--- src/hdl/fdr_pkg.sv ---
`default_nettype none
// ----------------------------------------------------------------------------
// fdr_pkg
// Shared widths and fixed-point constants of the Fresnel reflectance pipeline.
// ----------------------------------------------------------------------------
package fdr_pkg;

	localparam int COS_W  = 16;
	localparam int ETA_W  = 16;
	localparam int REFL_W = 17;

	// Square root unit: radicand is cos^2 of the transmitted angle in Q1.62.
	localparam int SQ_IN_W = 63;
	localparam int SQ_RT_W = 32;

	localparam logic [REFL_W-1:0] ONE_Q16 = REFL_W'(65536);
	localparam logic [24:0]       ONE_Q24 = 25'(1 << 24);

endpackage : fdr_pkg
`default_nettype wire

--- src/hdl/fdr_sqrt_pipe.sv ---
`default_nettype none
// ----------------------------------------------------------------------------
// fdr_sqrt_pipe
// Digit-by-digit integer square root, one root bit per register stage.
// ----------------------------------------------------------------------------
module fdr_sqrt_pipe
	import fdr_pkg::*;
#(
	parameter int TW = 1
) (
	input  wire logic               clk,
	input  wire logic               arst_n,
	input  wire logic               in_valid,
	input  wire logic [SQ_IN_W-1:0] radicand,
	input  wire logic [TW-1:0]      tag,
	output logic                    out_valid,
	output logic [SQ_RT_W-1:0]      root,
	output logic [TW-1:0]           out_tag
);

	localparam int RW = 2 * SQ_RT_W;

	logic               v_s    [SQ_RT_W];
	logic [RW-1:0]      rem_s  [SQ_RT_W];
	logic [SQ_RT_W-1:0] root_s [SQ_RT_W];
	logic [TW-1:0]      tag_s  [SQ_RT_W];

	logic               v_in    [SQ_RT_W];
	logic [RW-1:0]      rem_in  [SQ_RT_W];
	logic [SQ_RT_W-1:0] root_in [SQ_RT_W];
	logic [TW-1:0]      tag_in  [SQ_RT_W];

	for (genvar k = 0; k < SQ_RT_W; k++) begin : g_stage
		localparam int B = SQ_RT_W - 1 - k;
		logic [RW-1:0] trial;
		logic          ge;

		if (k == 0) begin : g_first
			assign v_in[k]    = in_valid;
			assign rem_in[k]  = RW'(radicand);
			assign root_in[k] = '0;
			assign tag_in[k]  = tag;
		end else begin : g_next
			assign v_in[k]    = v_s[k-1];
			assign rem_in[k]  = rem_s[k-1];
			assign root_in[k] = root_s[k-1];
			assign tag_in[k]  = tag_s[k-1];
		end

		assign trial = (RW'(root_in[k]) << (B + 1)) + (RW'(1) << (2 * B));
		assign ge    = rem_in[k] >= trial;

		always_ff @(posedge clk or negedge arst_n) begin
			if (!arst_n) begin
				v_s[k] <= 1'b0;
			end else begin
				v_s[k] <= v_in[k];
			end
		end

		always_ff @(posedge clk) begin
			rem_s[k]  <= ge ? (rem_in[k] - trial) : rem_in[k];
			root_s[k] <= root_in[k] | (SQ_RT_W'(ge) << B);
			tag_s[k]  <= tag_in[k];
		end
	end

	assign out_valid = v_s[SQ_RT_W-1];
	assign root      = root_s[SQ_RT_W-1];
	assign out_tag   = tag_s[SQ_RT_W-1];

endmodule : fdr_sqrt_pipe
`default_nettype wire

--- config.mk ---
export PLATFORM = sky130hd
export DESIGN_NAME = fdr_sqrt_pipe
export DESIGN_NICKNAME = d
export VERILOG_FILES = /design/src/hdl/fdr_pkg.sv /design/src/hdl/fdr_sqrt_pipe.sv
export SDC_FILE = /design/constraint.sdc
export NUM_CORES = 2
export LEC_CHECK = 0
export BUFFER_PORTS_ARGS = -buffer_cell sky130_fd_sc_hd__buf_4
export CORE_MARGIN = 5
export CORE_UTILIZATION = 62
export DETAILED_ROUTE_END_ITERATION = 6
export PLACE_DENSITY = 0.76
export SYNTH_ARGS = -nofsm -noshare
export SYNTH_HDL_FRONTEND = slang
export SYNTH_SLANG_ARGS = --single-unit
--- constraint.sdc ---
create_clock -name clk -period 3.9 [get_ports clk]
set_input_delay 0.78 -clock clk [delete_from_list [all_inputs] [get_ports clk]]
set_output_delay 0.78 -clock clk [all_outputs]
set_load 0.01 [all_outputs]
After elaboration in Yosys (flattened, before gate mapping)
Memory sizes are Yosys's and may differ from the RTL's.
Cells that the tools add are included.
- register bits: 32
- latch bits: 0
- RAM bits: 3104
- memory bits (read-only): 0
- input bits: 67
- word-level logic and storage cells: 193
- memories kept: 3
- memory list (memory ; depth ; bits a word ; read ports ; clocked after Yosys merged registers in ; write ports ; RTL line ; RTL):
    rem_s ; 32 ; 64 ; 31 ; 0 ; 32 ; fdr_sqrt_pipe.sv:24 ; logic [RW-1:0] rem_s [SQ_RT_W];
    root_s ; 32 ; 32 ; 32 ; 0 ; 32 ; fdr_sqrt_pipe.sv:25 ; logic [SQ_RT_W-1:0] root_s [SQ_RT_W];
    tag_s ; 32 ; 1 ; 32 ; 0 ; 32 ; fdr_sqrt_pipe.sv:26 ; logic [TW-1:0] tag_s [SQ_RT_W];
- add/subtract/negate cells: 63
- $mul: 0
- divide/modulo/power cells: 0
- order comparisons: 32
- equal/unequal tests: 0
- shifts and indexed selects: 0
- mux-type cells: 32
- bitwise logic cells: 31
- reduce and logical (&&, ||, !) cells: 0
- operators with widths (operator ; count):
    $mux 64 ; 32
    $ge 64x64->1 ; 8
    $sub 64x64->64 ; 8
    $add 63x61->64 const B ; 1
    $ge 64x41->1 ; 1
    $ge 64x42->1 ; 1
    $ge 64x43->1 ; 1
    $ge 64x44->1 ; 1
    $ge 64x45->1 ; 1
    $ge 64x46->1 ; 1
    $ge 64x47->1 ; 1
    $ge 64x48->1 ; 1
    $ge 64x49->1 ; 1
    $ge 64x50->1 ; 1
    $ge 64x51->1 ; 1
    $ge 64x52->1 ; 1
    $ge 64x53->1 ; 1
    $ge 64x54->1 ; 1
    $ge 64x55->1 ; 1
    $ge 64x56->1 ; 1
    $ge 64x57->1 ; 1
    $ge 64x58->1 ; 1
    $ge 64x59->1 ; 1
    $ge 64x60->1 ; 1
    89 further kinds ; 89

Depth between registers and ports, before layout
An unclocked memory read counts as a cell.
- depth in word-level cells: 4
- mapped depth: 16
- mapped depth without buffers: 14

Worst setup path after synthesis
Ideal clock, no wire load.
- path kind: register -> register
- from: memory root_s[15][20], in the netlist root_s[3][116]
- to: memory rem_s[1][37] (netlist name)
- library setup time: 0.121 ns
- arrival time: 3.034 ns
- required time: 3.779 ns
- slack: 0.746 ns
- stages on the path, launching flop included: 11
- buffers on the path: 1
- cells stage by stage: dfxtp_1 inv_1 ha_1 o21a_1 o21ai_0 o21bai_1 a2111oi_0 o31ai_1 a211oi_1 buf_2 mux2_2
- RTL lines (item ; RTL line):
    from (decl) ; fdr_sqrt_pipe.sv:25
    to (decl) ; fdr_sqrt_pipe.sv:24

==> flow_metrics.env <==
export IMPL_period_needed_ns=3.78
export IMPL_crit_arrival_ns=4.55
export IMPL_dp_hpwl_mm=185
export IMPL_power_mw=80.7
export IMPL_grt_pass1_vias=71200
export IMPL_cts_num_sinks=2576
export IMPL_start_util=0.621
export IMPL_drt_total_wl_mm=246
export IMPL_crit_path_max_incr_delay_ns=0.71
export IMPL_synth_top_area_share=0.527
export IMPL_irDropWorstVdd_v=0.000580
export IMPL_clkLatencyLatePin_ns=0.92
export IMPL_io_buffers=100
export IMPL_crit_slowest_cell="a211oi_1"
export IMPL_drv_cap=0
export IMPL_synthCells=9675
export IMPL_holdWs_ns=0.317
export IMPL_gp_congestion=0.941
export IMPL_ys_types=100
export IMPL_p_leak_nw=50.4
export IMPL_period_share=0.968
export IMPL_rsz0062_at_grt="false"
export IMPL_die_area_um2=164000
export IMPL_antenna_left=0
export IMPL_yosys_warnings=0
export IMPL_holdCritStartpoint="tag_s[1][3]"
export IMPL_worst_pin_slew_ns=1.15
export IMPL_synth_area_top_cells="dfxtp_1 (53%), ha_1 (7.2%), xnor2_1 (4.4%)"
export IMPL_cp_startpoint="root_s[7][35]"
export IMPL_viasPerCell=5.74
export IMPL_syn_area_um2=96700
export IMPL_cp_num_buf_inv=1
export IMPL_critPathKind="flop to flop"
export IMPL_fin_skew_ns=0.0949
export IMPL_cp_max_fo=7
export IMPL_synth_top_area_cell="dfxtp_1"
export IMPL_via_count=70700
export IMPL_critPathRequiredTime_ns=4.68
export IMPL_grt_max_degree=59
export IMPL_finalNetCount=10700
export IMPL_final_hold_viol_count=0
export IMPL_seq_area_frac_synth=0.535
export IMPL_startpoint_type="flop"
export IMPL_grt_overflow=0
export IMPL_slew_headroom=0.229
export IMPL_async_flop_share=0.0124
export IMPL_grt_first_pass_wirelength_mm=389
export IMPL_antenna_found_initial=14
export IMPL_fin_util=0.706
export IMPL_drt_iter0_drc=5542
export IMPL_clkTransAtPathRegs_ns=0.07
export IMPL_ioPinCount=101
export IMPL_wl_per_cell_um=20.0
export IMPL_drc=0
export IMPL_synth_top_cells_by_count="dfxtp_1 (2544), inv_1 (708), nor2_1 (689)"
export IMPL_fmax_mhz=265
export IMPL_drv_slew=0
export IMPL_cpMostUsedCell="o21ai_0"
export IMPL_ctsHtreeMaxLevel=4
export IMPL_tritoncts="done"
export IMPL_clockBufferDepth=3
export IMPL_clockRootBuffer="clkbuf_16"
export IMPL_die_y_um=405
export IMPL_synth_seq_cells=2576
export IMPL_rows=145
export IMPL_setup_violations=0
export IMPL_syn2layout_area_growth_pct=13.6
export IMPL_numCtsBuffers=239
export IMPL_die_w_um=405
export IMPL_endpoint_kind="flop"
export IMPL_ys_flop_type="dfxtp_1"
export IMPL_synth_edf_count=0
export IMPL_core_area_um2=156000
export IMPL_crit_chain="inv_1 -> ha_1 -> or3_1 -> o2bb2ai_1 -> a2bb2oi_1 -> o21ai_0 -> a211oi_1 -> nor3_1 -> o21ai_0 -> and4_1 -> nand4_1 -> xnor2_1"
export IMPL_status="complete, no violations"
export IMPL_dr_pass1_iters=6
export IMPL_timing_rr_start="root_s[7][35]"
export IMPL_synth_most_common_cell="dfxtp_1"
export IMPL_critPathTopFamily="compound AO/OA/AOI/OAI gates"
export IMPL_syn_area_per_cell_um2=10.0
export IMPL_track_usage=0.296
export IMPL_layout_drive_gt1_share=0.0816
export IMPL_power_density_nw_per_um2=735
export IMPL_post_cts_setup_buffer_count=0
export IMPL_hold_path_class="flop to flop"
[power breakdown]
| group | leakage (nW) | internal, mW | switching, mW |
|---|---|---|---|
| sequential | 21.7 | 32.0 | 5.35 |
| clock | 4.21 | 14.6 | 10.5 |
| combinational | 24.5 | 8.09 | 10.2 |
| total | 50.4 | 54.7 | 26.1 |
[layout make-up]
class                      instances  area [um2]
inverter                         709        2660
multi-input combinational       6203       41700
clock buffer                     313        6600
clock inverter                   140        2140
sequential                      2576       51700
fill                           11400       45800
tap                             2058        2570
antenna                            5        12.5
timing repair buffer             301        2460
[cells by family (layout without fill, tap and decap cells)]
kind of cell,after synthesis,in the layout,share of synthesized area
xor gates and xnor gates,879,879,0.0796
adders and majority gates,556,556,0.0719
and+or+nand+nor,2856,2856,0.151
other,1,7,0.0000388
AOI/OAI and AO/OA,1819,1819,0.117
muxes,91,91,0.0105
DFF,2576,2576,0.535
buffers and inverters,897,1463,0.0355
[worst paths after layout]
kind | to | slack, ns | depth (start not counted)
worst max-delay path | rem_s[1][951] | 0.12 | 12
worst min-delay path | tag_s[1][4] | 0.32 | 0
worst max register to register | rem_s[1][951] | 0.12 | 12
worst min register to register | tag_s[1][4] | 0.32 | 0
max in group asynchronous | v_in[23] | 3.21 | 2
min in group asynchronous | v_in[8] | 0.40 | 2
[state kept, by name, summed over array words and instances, names as in the netlist]
signal,flops
v_in,31
tag_s,32
root_s,528
out_valid,1
rem_s,1984
[placed cells by master, fill, tap and decap left out, drive strengths merged, types with 32 or more instances in the layout]
master / netlist / layout
nor4: 352 / 352
clkinv: 0 / 69
o21a: 107 / 107
nand4: 168 / 168
or3: 103 / 103
nand2b: 86 / 86
dfrtp: 32 / 32
a21oi: 629 / 629
clkbuf: 143 / 313
or2: 36 / 36
buf: 45 / 235
o31ai: 47 / 47
bufinv: 0 / 38
nand3: 157 / 157
nand2: 627 / 627
mux2: 84 / 84
xnor2: 491 / 491
or4: 55 / 55
nor3: 250 / 250
inv: 709 / 720
nor4b: 46 / 46
a31oi: 39 / 39
ha: 556 / 556
nor2: 690 / 690
and3: 38 / 38
o21ai: 430 / 430
a211oi: 46 / 46
nor2b: 80 / 80
dfxtp: 2544 / 2544
and2: 43 / 43
dlygate4sd3: 0 / 66
o21bai: 55 / 55
a21o: 233 / 233
xor2: 388 / 388
[metrics by stage]
stage	setup TNS (ns)	cell area [um2]	worst slack [ns]	cells
after detailed placement	-6.43	100000	-0.478	11800
after global placement	-4.98	100000	-0.426	11800
after floorplan	0	96700	0.746	9676
after global routing	0	110000	0.0145	12300
after CTS	0	110000	0.104	12300
final	0	110000	0.124	12300
[layer usage]
metal,global-route usage,up-vias,wire length [um]
li1,-,34400,-
met1,0.378,33900,106000
met2,0.516,1929,120000
met3,0.0484,498,13000
met4,0.0925,12,7210
met5,0,-,84
[timing repair]
action | in CTS | in global routing
resized for setup | 2 | 14
gates cloned | 0 | 0
pin swaps | 0 | 1
hold buffers | 66 | 0
hold endpoints to repair | 97 | 0
setup endpoints to repair | 27 | 52
Note: power is estimated with default switching activity, not from simulation.
